--- src/hdl/pcpt_pkg.sv ---
`timescale 1ns / 1ps
// ----------------------------------------------------------------------------
// pcpt_pkg - shared definitions for the polar/Cartesian point tracker
// Field widths, mode codes, the CORDIC arctangent table and the command and
// status bundles that pass between the controller and the datapath.
// ----------------------------------------------------------------------------
package pcpt_pkg;

  // Field and datapath widths.
  localparam int COORD_W    = 48;
  localparam int ANGLE_W    = 32;
  localparam int CW         = 64;   // CORDIC working width
  localparam int GUARD      = 8;    // guard bits below the Q23.24 point
  localparam int MODE_W     = 3;
  localparam int IN_DATA_W  = 104;  // 99 bits of fields, padded to bytes
  localparam int OUT_DATA_W = 96;

  // Iteration count, limited by the length of the arctangent table.
  localparam int CORDIC_STEPS = 32;
  localparam int TABLE_LEN    = 48;
  localparam int STEP_N       = (CORDIC_STEPS < TABLE_LEN) ? CORDIC_STEPS : TABLE_LEN;
  localparam int STEP_W       = $clog2(STEP_N);
  localparam int TAB_W        = 6;

  // Request modes.
  localparam logic [MODE_W-1:0] MODE_START = 3'd0;
  localparam logic [MODE_W-1:0] MODE_ADD_X = 3'd1;
  localparam logic [MODE_W-1:0] MODE_ADD_Y = 3'd2;
  localparam logic [MODE_W-1:0] MODE_ADD_R = 3'd3;
  localparam logic [MODE_W-1:0] MODE_ADD_A = 3'd4;

  // Gain correction sub-steps.
  localparam logic [1:0] GPH_LO  = 2'd0;
  localparam logic [1:0] GPH_HI  = 2'd1;
  localparam logic [1:0] GPH_SUM = 2'd2;
  localparam logic [1:0] GPH_OUT = 2'd3;

  // Inverse CORDIC gain, 2^-32 units.
  localparam logic [31:0] GAIN_INV = 32'h9B74_EDA8;

  localparam logic signed [COORD_W-1:0] MAX48 = {1'b0, {(COORD_W-1){1'b1}}};
  localparam logic signed [COORD_W-1:0] MIN48 = {1'b1, {(COORD_W-1){1'b0}}};

  typedef struct packed {
    logic              load;   // accept a request and apply its update
    logic              prep;   // seed the CORDIC registers or take a shortcut
    logic              iter;   // one CORDIC micro-rotation
    logic [STEP_W-1:0] step;   // iteration index
    logic              gain;   // one gain correction sub-step
    logic [1:0]        phase;  // gain sub-step code
    logic              gsel;   // 0: correct cx, 1: correct cy
    logic              emit;   // load the result register
  } pcpt_cmd_t;

  typedef struct packed {
    logic is_cart;   // request updates the Cartesian form
    logic skip;      // no CORDIC pass needed
    logic out_free;  // result register can take a new result
  } pcpt_stat_t;

  // floor(atan(2^-i) * 2^32 / (2*pi))
  function automatic logic [ANGLE_W-1:0] atan_lut(input logic [TAB_W-1:0] idx);
    logic [ANGLE_W-1:0] a;
    case (idx)
      6'd0:  a = 32'h2000_0000;
      6'd1:  a = 32'h12E4_051D;
      6'd2:  a = 32'h09FB_385B;
      6'd3:  a = 32'h0511_11D4;
      6'd4:  a = 32'h028B_0D43;
      6'd5:  a = 32'h0145_D7E1;
      6'd6:  a = 32'h00A2_F61E;
      6'd7:  a = 32'h0051_7C55;
      6'd8:  a = 32'h0028_BE53;
      6'd9:  a = 32'h0014_5F2E;
      6'd10: a = 32'h000A_2F98;
      6'd11: a = 32'h0005_17CC;
      6'd12: a = 32'h0002_8BE6;
      6'd13: a = 32'h0001_45F3;
      6'd14: a = 32'h0000_A2F9;
      6'd15: a = 32'h0000_517C;
      6'd16: a = 32'h0000_28BE;
      6'd17: a = 32'h0000_145F;
      6'd18: a = 32'h0000_0A2F;
      6'd19: a = 32'h0000_0517;
      6'd20: a = 32'h0000_028B;
      6'd21: a = 32'h0000_0145;
      6'd22: a = 32'h0000_00A2;
      6'd23: a = 32'h0000_0051;
      6'd24: a = 32'h0000_0028;
      6'd25: a = 32'h0000_0014;
      6'd26: a = 32'h0000_000A;
      6'd27: a = 32'h0000_0005;
      6'd28: a = 32'h0000_0002;
      6'd29: a = 32'h0000_0001;
      default: a = '0;
    endcase
    return a;
  endfunction

  // Clamp a 49-bit signed sum into the 48-bit signed range.
  function automatic logic signed [COORD_W-1:0] sat49(input logic signed [COORD_W:0] s);
    logic signed [COORD_W-1:0] r;
    if (s[COORD_W] != s[COORD_W-1]) begin
      r = s[COORD_W] ? MIN48 : MAX48;
    end else begin
      r = s[COORD_W-1:0];
    end
    return r;
  endfunction

endpackage

--- src/hdl/pcpt_ctrl.sv ---
`timescale 1ns / 1ps
// ----------------------------------------------------------------------------
// pcpt_ctrl - sequencer for the point tracker
// Walks each request through seeding, the CORDIC iterations, gain correction
// and hand-off to the result register, or from seeding straight to hand-off.
// ----------------------------------------------------------------------------
module pcpt_ctrl (
  input  logic                   clk,
  input  logic                   rst_n,
  input  logic                   in_tvalid,
  output logic                   in_tready,
  input  pcpt_pkg::pcpt_stat_t   stat,
  output pcpt_pkg::pcpt_cmd_t    cmd
);
  import pcpt_pkg::*;

  localparam logic [2:0] S_IDLE = 3'd0;
  localparam logic [2:0] S_PREP = 3'd1;
  localparam logic [2:0] S_ITER = 3'd2;
  localparam logic [2:0] S_GAIN = 3'd3;
  localparam logic [2:0] S_DONE = 3'd4;

  logic [2:0]        state_r, state_nxt;
  logic [STEP_W-1:0] step_r, step_nxt;
  logic [1:0]        phase_r, phase_nxt;
  logic              gsel_r, gsel_nxt;

  assign in_tready = (state_r == S_IDLE);

  always_comb begin
    cmd       = '0;
    cmd.load  = in_tvalid && (state_r == S_IDLE);
    cmd.prep  = (state_r == S_PREP);
    cmd.iter  = (state_r == S_ITER);
    cmd.step  = step_r;
    cmd.gain  = (state_r == S_GAIN);
    cmd.phase = phase_r;
    cmd.gsel  = gsel_r;
    cmd.emit  = (state_r == S_DONE) && stat.out_free;
  end

  always_comb begin
    state_nxt = state_r;
    step_nxt  = step_r;
    phase_nxt = phase_r;
    gsel_nxt  = gsel_r;
    case (state_r)
      S_IDLE: begin
        if (in_tvalid) begin
          state_nxt = S_PREP;
        end
      end
      S_PREP: begin
        step_nxt = '0;
        if (stat.skip) begin
          state_nxt = S_DONE;
        end else begin
          state_nxt = S_ITER;
        end
      end
      S_ITER: begin
        if (step_r == STEP_W'(STEP_N - 1)) begin
          state_nxt = S_GAIN;
          phase_nxt = GPH_LO;
          gsel_nxt  = 1'b0;
        end else begin
          step_nxt = step_r + 1'b1;
        end
      end
      S_GAIN: begin
        if (phase_r == GPH_OUT) begin
          phase_nxt = GPH_LO;
          if (stat.is_cart && !gsel_r) begin
            gsel_nxt = 1'b1;
          end else begin
            state_nxt = S_DONE;
          end
        end else begin
          phase_nxt = phase_r + 1'b1;
        end
      end
      S_DONE: begin
        if (stat.out_free) begin
          state_nxt = S_IDLE;
        end
      end
      default: begin
        state_nxt = S_IDLE;
      end
    endcase
  end

  always_ff @(posedge clk) begin
    if (!rst_n) begin
      state_r <= S_IDLE;
      step_r  <= '0;
      phase_r <= GPH_LO;
      gsel_r  <= 1'b0;
    end else begin
      state_r <= state_nxt;
      step_r  <= step_nxt;
      phase_r <= phase_nxt;
      gsel_r  <= gsel_nxt;
    end
  end

endmodule

--- src/hdl/pcpt_datapath.sv ---
`timescale 1ns / 1ps
// ----------------------------------------------------------------------------
// pcpt_datapath - point state, shared CORDIC stage and gain multiplier
// Holds the point in both forms, runs one micro-rotation per cycle and
// applies the inverse gain with one 32x32 multiplier, low half then high half.
// ----------------------------------------------------------------------------
module pcpt_datapath (
  input  logic                              clk,
  input  logic                              rst_n,
  input  logic [pcpt_pkg::IN_DATA_W-1:0]    in_tdata,
  input  pcpt_pkg::pcpt_cmd_t               cmd,
  output pcpt_pkg::pcpt_stat_t              stat,
  output logic                              out_tvalid,
  input  logic                              out_tready,
  output logic [pcpt_pkg::OUT_DATA_W-1:0]   out_tdata
);
  import pcpt_pkg::*;

  // Request fields.
  logic [MODE_W-1:0]         in_mode;
  logic signed [COORD_W-1:0] in_value, in_second;
  assign in_mode   = in_tdata[MODE_W-1:0];
  assign in_value  = in_tdata[MODE_W+COORD_W-1:MODE_W];
  assign in_second = in_tdata[MODE_W+2*COORD_W-1:MODE_W+COORD_W];

  logic [MODE_W-1:0]         mode_r;
  logic signed [COORD_W-1:0] coord_x_r, coord_x_nxt;
  logic signed [COORD_W-1:0] coord_y_r, coord_y_nxt;
  logic signed [COORD_W-1:0] radius_r, radius_nxt;
  logic [ANGLE_W-1:0]        angle_r, angle_nxt;
  logic signed [CW-1:0]      cx_r, cx_nxt, cy_r, cy_nxt;
  logic [ANGLE_W-1:0]        z_r, z_nxt;
  logic                      gneg_r;
  logic [CW-1:0]             mul_r;
  logic [32:0]               lo_part_r;
  logic [CW-1:0]             q_r;
  logic                      out_valid_r;
  logic [OUT_DATA_W-1:0]     out_data_r;

  logic is_polar, is_cart, is_none, x_zero, y_zero;
  assign is_polar = (mode_r == MODE_START) || (mode_r == MODE_ADD_X) ||
                    (mode_r == MODE_ADD_Y);
  assign is_cart  = (mode_r == MODE_ADD_R) || (mode_r == MODE_ADD_A);
  assign is_none  = !is_polar && !is_cart;
  assign x_zero   = (coord_x_r == '0);
  assign y_zero   = (coord_y_r == '0);

  assign stat.is_cart  = is_cart;
  assign stat.skip     = is_none || (is_polar && (x_zero || y_zero));
  assign stat.out_free = !out_valid_r || out_tready;

  function automatic logic signed [COORD_W-1:0] abs_sat(input logic signed [COORD_W-1:0] v);
    logic signed [COORD_W:0] e;
    e = {v[COORD_W-1], v};
    return sat49(v[COORD_W-1] ? -e : e);
  endfunction

  // CORDIC stage.
  logic [TAB_W-1:0]     shamt;
  logic signed [CW-1:0] xsh, ysh;
  logic                 rot_pos;
  logic [ANGLE_W-1:0]   atan_v;
  assign shamt   = TAB_W'(cmd.step);
  assign xsh     = cx_r >>> shamt;
  assign ysh     = cy_r >>> shamt;
  assign atan_v  = atan_lut(shamt);
  assign rot_pos = is_cart ? !z_r[ANGLE_W-1] : cy_r[CW-1];

  // Gain correction operands.
  logic signed [CW-1:0] gsrc;
  logic [CW-1:0]        gmag;
  logic [31:0]          mul_op;
  logic [CW-1:0]        prod;
  logic [CW-1:0]        q_rnd;
  logic signed [COORD_W-1:0] gres;
  assign gsrc   = cmd.gsel ? cy_r : cx_r;
  assign gmag   = gsrc[CW-1] ? CW'(-gsrc) : CW'(gsrc);
  assign mul_op = (cmd.phase == GPH_LO) ? gmag[31:0] : gmag[CW-1:32];
  assign prod   = mul_op * GAIN_INV;
  assign q_rnd  = (q_r + CW'(1 << (GUARD - 1))) >> GUARD;

  always_comb begin
    if (!gneg_r) begin
      gres = (q_rnd > CW'(MAX48)) ? MAX48 : q_rnd[COORD_W-1:0];
    end else begin
      gres = (q_rnd > (CW'(1) << (COORD_W - 1))) ? MIN48 : -q_rnd[COORD_W-1:0];
    end
  end

  // Architectural state and CORDIC registers.
  logic signed [CW-1:0] seed_x, seed_y, seed_r;
  assign seed_x = CW'(coord_x_r) <<< GUARD;
  assign seed_y = CW'(coord_y_r) <<< GUARD;
  assign seed_r = CW'(radius_r) <<< GUARD;

  logic [ANGLE_W-1:0] quarter_sum;
  assign quarter_sum = angle_r + 32'h4000_0000;

  always_comb begin
    coord_x_nxt = coord_x_r;
    coord_y_nxt = coord_y_r;
    radius_nxt  = radius_r;
    angle_nxt   = angle_r;
    cx_nxt      = cx_r;
    cy_nxt      = cy_r;
    z_nxt       = z_r;
    if (cmd.load) begin
      case (in_mode)
        MODE_START: begin
          coord_x_nxt = in_value;
          coord_y_nxt = in_second;
        end
        MODE_ADD_X: coord_x_nxt = sat49({coord_x_r[COORD_W-1], coord_x_r} +
                                        {in_value[COORD_W-1], in_value});
        MODE_ADD_Y: coord_y_nxt = sat49({coord_y_r[COORD_W-1], coord_y_r} +
                                        {in_value[COORD_W-1], in_value});
        MODE_ADD_R: radius_nxt  = sat49({radius_r[COORD_W-1], radius_r} +
                                        {in_value[COORD_W-1], in_value});
        MODE_ADD_A: angle_nxt   = angle_r + in_value[ANGLE_W-1:0];
        default: ;
      endcase
    end else if (cmd.prep) begin
      if (is_polar) begin
        if (x_zero && y_zero) begin
          radius_nxt = '0;
          angle_nxt  = '0;
        end else if (x_zero) begin
          radius_nxt = abs_sat(coord_y_r);
          angle_nxt  = coord_y_r[COORD_W-1] ? 32'hC000_0000 : 32'h4000_0000;
        end else if (y_zero) begin
          radius_nxt = abs_sat(coord_x_r);
          angle_nxt  = coord_x_r[COORD_W-1] ? 32'h8000_0000 : 32'h0000_0000;
        end
        // Left half plane: mirror through the origin and start at pi.
        if (coord_x_r[COORD_W-1]) begin
          cx_nxt = -seed_x;
          cy_nxt = -seed_y;
          z_nxt  = 32'h8000_0000;
        end else begin
          cx_nxt = seed_x;
          cy_nxt = seed_y;
          z_nxt  = '0;
        end
      end else begin
        cy_nxt = '0;
        // Angle in the left half plane: negate and rotate back by pi.
        if (quarter_sum[ANGLE_W-1]) begin
          cx_nxt = -seed_r;
          z_nxt  = angle_r ^ 32'h8000_0000;
        end else begin
          cx_nxt = seed_r;
          z_nxt  = angle_r;
        end
      end
    end else if (cmd.iter) begin
      if (rot_pos) begin
        cx_nxt = cx_r - ysh;
        cy_nxt = cy_r + xsh;
        z_nxt  = z_r - atan_v;
      end else begin
        cx_nxt = cx_r + ysh;
        cy_nxt = cy_r - xsh;
        z_nxt  = z_r + atan_v;
      end
    end else if (cmd.gain && (cmd.phase == GPH_OUT)) begin
      if (is_cart) begin
        if (cmd.gsel) begin
          coord_y_nxt = gres;
        end else begin
          coord_x_nxt = gres;
        end
      end else begin
        radius_nxt = gres;
        angle_nxt  = z_r;
      end
    end
  end

  always_ff @(posedge clk) begin
    if (!rst_n) begin
      coord_x_r   <= '0;
      coord_y_r   <= '0;
      radius_r    <= '0;
      angle_r     <= '0;
      out_valid_r <= 1'b0;
    end else begin
      coord_x_r <= coord_x_nxt;
      coord_y_r <= coord_y_nxt;
      radius_r  <= radius_nxt;
      angle_r   <= angle_nxt;
      if (cmd.emit) begin
        out_valid_r <= 1'b1;
      end else if (out_tready) begin
        out_valid_r <= 1'b0;
      end
    end
  end

  always_ff @(posedge clk) begin
    cx_r <= cx_nxt;
    cy_r <= cy_nxt;
    z_r  <= z_nxt;
    if (cmd.load) begin
      mode_r <= in_mode;
    end
    if (cmd.gain) begin
      case (cmd.phase)
        GPH_LO: begin
          mul_r  <= prod;
          gneg_r <= gsrc[CW-1];
        end
        GPH_HI: begin
          lo_part_r <= 33'((mul_r + CW'(32'h8000_0000)) >> 32);
          mul_r     <= prod;
        end
        GPH_SUM: q_r <= mul_r + CW'(lo_part_r);
        default: ;
      endcase
    end
    if (cmd.emit) begin
      out_data_r <= {coord_y_nxt, coord_x_nxt};
    end
  end

  assign out_tvalid = out_valid_r;
  assign out_tdata  = out_data_r;

endmodule

--- src/hdl/polar_cartesian_point_tracker.sv ---
`timescale 1ns / 1ps
// ----------------------------------------------------------------------------
// polar_cartesian_point_tracker - point kept in Cartesian and polar form
// Each request loads or nudges the point; the other form is recomputed with
// an iterative CORDIC and the current x and y are returned.
// ----------------------------------------------------------------------------
//
//   Channel | Direction | Payload
//   --------+-----------+------------------------------------------------------
//   in_     | slave     | tdata: mode[2:0], value[50:3], second_value[98:51]
//   out_    | master    | tdata: out_x[47:0], out_y[95:48]
//
// One request is in flight at a time. A request that changes x or y passes
// from acceptance through seeding, the CORDIC iterations and gain correction
// of the radius to hand-off at the result register; one that changes radius
// or angle has two gain corrections, as the gain multiplier corrects x and y
// in turn. A request that changes x or y and lands on an axis or the origin,
// or an unused mode, goes from seeding straight to hand-off. The next request
// is taken in the cycle after hand-off. Reset is synchronous and active low
// and zeroes the point. A stalled result sits in the output register while
// the next request is accepted and worked on; only its hand-off waits for the
// register to drain.
module polar_cartesian_point_tracker (
  input  logic         clk,
  input  logic         rst_n,
  input  logic         in_tvalid,
  output logic         in_tready,
  input  logic [103:0] in_tdata,   // mode[2:0], value[50:3], second_value[98:51], zero pad
  output logic         out_tvalid,
  input  logic         out_tready,
  output logic [95:0]  out_tdata   // out_x[47:0], out_y[95:48]
);
  import pcpt_pkg::*;

  // Commands from the sequencer and status back from the datapath.
  pcpt_cmd_t  cmd;
  pcpt_stat_t stat;

  // The sequencer owns the request handshake; the datapath owns the result
  // register and reports when it can take a new result.
  pcpt_ctrl u_ctrl (
    .clk       (clk),
    .rst_n     (rst_n),
    .in_tvalid (in_tvalid),
    .in_tready (in_tready),
    .stat      (stat),
    .cmd       (cmd)
  );

  // Point state, the CORDIC stage and the gain multiplier.
  pcpt_datapath u_datapath (
    .clk        (clk),
    .rst_n      (rst_n),
    .in_tdata   (in_tdata),
    .cmd        (cmd),
    .stat       (stat),
    .out_tvalid (out_tvalid),
    .out_tready (out_tready),
    .out_tdata  (out_tdata)
  );

endmodule
--- config.mk ---
export PLATFORM = sky130hd
export DESIGN_NAME = polar_cartesian_point_tracker
export DESIGN_NICKNAME = d
export VERILOG_FILES = /design/src/hdl/pcpt_pkg.sv /design/src/hdl/pcpt_ctrl.sv /design/src/hdl/pcpt_datapath.sv /design/src/hdl/polar_cartesian_point_tracker.sv
export SDC_FILE = /design/constraint.sdc
export NUM_CORES = 2
export LEC_CHECK = 0
export ABC_CLOCK_PERIOD_IN_PS = 34400
export BUFFER_PORTS_ARGS = -buffer_cell sky130_fd_sc_hd__buf_2
export CAP_MARGIN = 10
export CELL_PAD_IN_SITES_DETAIL_PLACEMENT = 0
export CELL_PAD_IN_SITES_GLOBAL_PLACEMENT = 1
export CORE_ASPECT_RATIO = 1.4
export CORE_MARGIN = 8
export CORE_UTILIZATION = 30
export CTS_CLUSTER_SIZE = 20
export DETAILED_ROUTE_END_ITERATION = 8
export HOLD_SLACK_MARGIN = 0.08
export PLACE_DENSITY = 0.59
export SKIP_LAST_GASP = 1
export SLEW_MARGIN = 20
export SYNTH_ARGS = -nofsm -noshare
export SYNTH_HDL_FRONTEND = slang
export SYNTH_SLANG_ARGS = --single-unit
export TNS_END_PERCENT = 5
--- constraint.sdc ---
create_clock -name clk -period 34.4 [get_ports clk]
set_input_delay 3.44 -clock clk [delete_from_list [all_inputs] [get_ports clk]]
set_output_delay 3.44 -clock clk [all_outputs]
set_load 0.01 [all_outputs]
==> run summary <==
Post-CTS Setup Bufs: 0
Period utilization: 39.62%
RSZ-0062 raised after global routing: false
Worst path arrival time: 14.11 ns
Crit-path most repeated cell: fa_1
Layout area overhead: 9.825%
Final hold violation count: 0
Die Wd: 475.8 um
CP Class: reg2reg
Slowest stage cell, crit path: o21ai_2
Critical path fanouts, max: 120
CTS sink cnt: 625
Post-Syn Instances: 10520
Synth Area in Compound Gates: 21.73%
DRC viols: 0
Worst path bufs/invs: 6
Crit start category: flop
Die height: 659.7 um
RR Startpoint: u_ctrl.gsel_r$_SDFFE_PN0P_
Cts bufs inserted: 84
CP Capture Type: flop
Post-synthesis adder-cell area fraction: 20.80%
Initial antenna violation count: 55
CTS tree: built
Xor and xnor area share after synthesis: 8.464%
Reg2reg path depth: 36
Dominant synthesized flop cell: edfxtp_1
Die Footprint: 0.3139 mm^2
Clock Latency Late Sink: 0.77 ns
Vias per Instance: 5.952
Slew headroom: 8.352%
Most common cell in the synthesized netlist: inv_1
Hold Path Class: reg2reg
Vias in the first global route: 85293
Drt wl/cell: 32.41 um
Ys async rst share: 0%
FP Rows: 236
Worst Clk Skew: 0.08943 ns
Measured slew at the worst slew-check pin: 1.368 ns
Cell taking the most area after synthesis: edfxtp_1
Via count: 86277
Synth area leaders: edfxtp_1, ha_1, fa_1
Worst path max stage delay: 0.82 ns
Largest net degree at the start of global routing: 121
CP startpoint: u_ctrl.gsel_r$_SDFFE_PN0P_
Core Box Area: 0.2947 mm^2
Run status: finished clean
Synth Area in Simple Gates: 15.73%
Routed WL: 469900 um
First-pass GRT wire length: 651600 um
Post-Syn Area: 0.08878 mm^2
Worst path depth: 36
Post-synthesis sequential area ratio: 18.68%
# setup viols final: 0
Post-synth EDFFs: 407
Clock Pin Slew Worst Setup and Hold Paths: 0.06 ns
Initial Utilization: 30.13%
Share of cells above drive strength 1: 9.624%
Top cell type's share of synthesized area: 13.77%
Final ANT Viol Nets: 0
Final GP Congestion: 1.033
Syn Area/Cell: 8.440 um^2
Hold-fix buffers, CTS: 0
I/O pin cnt: 206
GRT Total Usage: 28.68%
Synth unique cells: 111
DP Wirelength: 378900 um
Synth cell count leaders: inv_1, nand2_1, ha_1, a21oi_1, o21ai_0
Ys Warns: 0
Total iterations of the first detailed-routing run: 9
Fillers: 31313
Combinational family with the most area after synthesis: compound AO/OA/AOI/OAI gates
Crit path max-delay family: adder cells
Mux cell area share after synthesis: 8.036%
Clock Tree Buf Depth: 3
Total grt overflow: 0
Fin nets: 11793
Drt initial violations: 8703
Max Cap Viol: 0
Fmax: 0.07337 GHz
Synthesized Nets: 11828
Crit path time final: 13.63 ns
Setup TNS: 0 ns
CP Data Required Time: 34.88 ns
CTS H-tree depth: 3
Number of synthesized register bits: 625
Hold Path Depth: 2
Hold Startpoint: u_ctrl.phase_r[1]$_SDFFE_PN0P_
Post_cts resized: 0
# port buffers: 200
Root buf cell: clkbuf_16
Slew Limit Fails: 0
==> through the flow <==
| step | area, um^2 | worst slack [ns] | hold WS [ns] | cells | utilization, % |
|---|---|---|---|---|---|
| 2_1_floorplan | 88780 | 21.09 | 0.4531 | 10520 | - |
| 3_3_place_gp | 94410 | 20.95 | 0.4907 | 14323 | 32.04 |
| 3_5_place_dp | 94420 | 20.74 | 0.5011 | 14325 | 32.04 |
| 4_1_cts | 97430 | 20.78 | 0.5088 | 14483 | 33.06 |
| 5_1_grt | 97480 | 20.37 | 0.5339 | 14487 | 33.08 |
| 6_report | 97510 | 20.77 | 0.5214 | 14496 | 33.09 |
==> flip-flops by register name, indices dropped and copies added (netlist names), 3 cells and up <==
name,cells
u_datapath.radius_r,48
u_datapath.mul_r,61
u_datapath.q_r,57
u_ctrl.step_r,5
u_datapath.cx_r,64
u_datapath.out_tdata,96
u_datapath.lo_part_r,29
u_datapath.angle_r,32
u_datapath.cy_r,64
u_datapath.mode_r,3
u_datapath.coord_y_r,48
u_datapath.atan_v,30
u_datapath.z_r,32
u_datapath.coord_x_r,48
u_ctrl.state_r,3
==> cell families after synthesis <==
group	after synthesis
AOI/OAI and AO/OA	2997
muxes	533
xor gates and xnor gates	858
buffers and inverters	1453
DFF	625
adders and majority gates	1200
and+or+nand+nor	2854
==> placed cells by master, fill, tap and decap left out, types with 77 or more instances in the layout <==
cell	count
inv_1	879
nand2_1	865
ha_1	739
a21oi_1	714
o21ai_0	699
nor2_1	603
fa_1	460
xnor2_1	432
xor2_1	423
edfxtp_1	407
a21o_1	283
mux2i_1	270
buf_4	240
nand3_1	230
dfxtp_1	210
nor3_1	208
buf_2	200
a31oi_1	134
and2_1	130
mux4_2	129
mux2_2	113
o22ai_1	107
or3_1	106
and3_1	105
nand2b_1	105
o211ai_1	104
nand4_1	101
a211oi_1	100
a221oi_1	100
o21a_1	89
clkbuf_16	86
a22oi_1	82
o31ai_1	77
==> path summary, 6_finish.rpt <==
path | end | slack (ns)
hold / removal | u_ctrl.phase_r[1]$_SDFFE_PN0P_ | 0.52
setup / recovery | u_datapath.mul_r[63]$_DFFE_PP_ | 20.77
setup reg to reg | u_datapath.mul_r[63]$_DFFE_PP_ | 20.77
hold reg to reg | u_ctrl.phase_r[1]$_SDFFE_PN0P_ | 0.52
==> layout make-up <==
type                       count  area [um^2]  area share, %
multi-input combinational   8442        66730          68.43
tap                         3927         4913          5.039
clock inverter                56        763.2         0.7827
inverter                     888         3336          3.421
clock buffer                 102         2252          2.310
timing repair buffer         444         2874          2.947
antenna                       12        30.03        0.03080
sequential                   625        16610          17.04
==> worst min-delay path: cells and delay by family (launching register included) <==
kind             cells  cell delay (ns)
AND/OR/NAND/NOR      1             0.07
AO/OA/AOI/OAI        1             0.06
flip-flops           1             0.34
==> metal layers <==
layer	share of wire (%)	global-route usage, %	up-vias
met2	47	48.37	3916
li1	-	-	38121
met4	10	23.16	28
met1	35	31.61	42897
met5	0.041	0	-
met3	6.9	4.994	1315
Power is left out: the tool's default activity adds up to more than one toggle a clock period on the data nets, which glitch-free logic cannot reach.
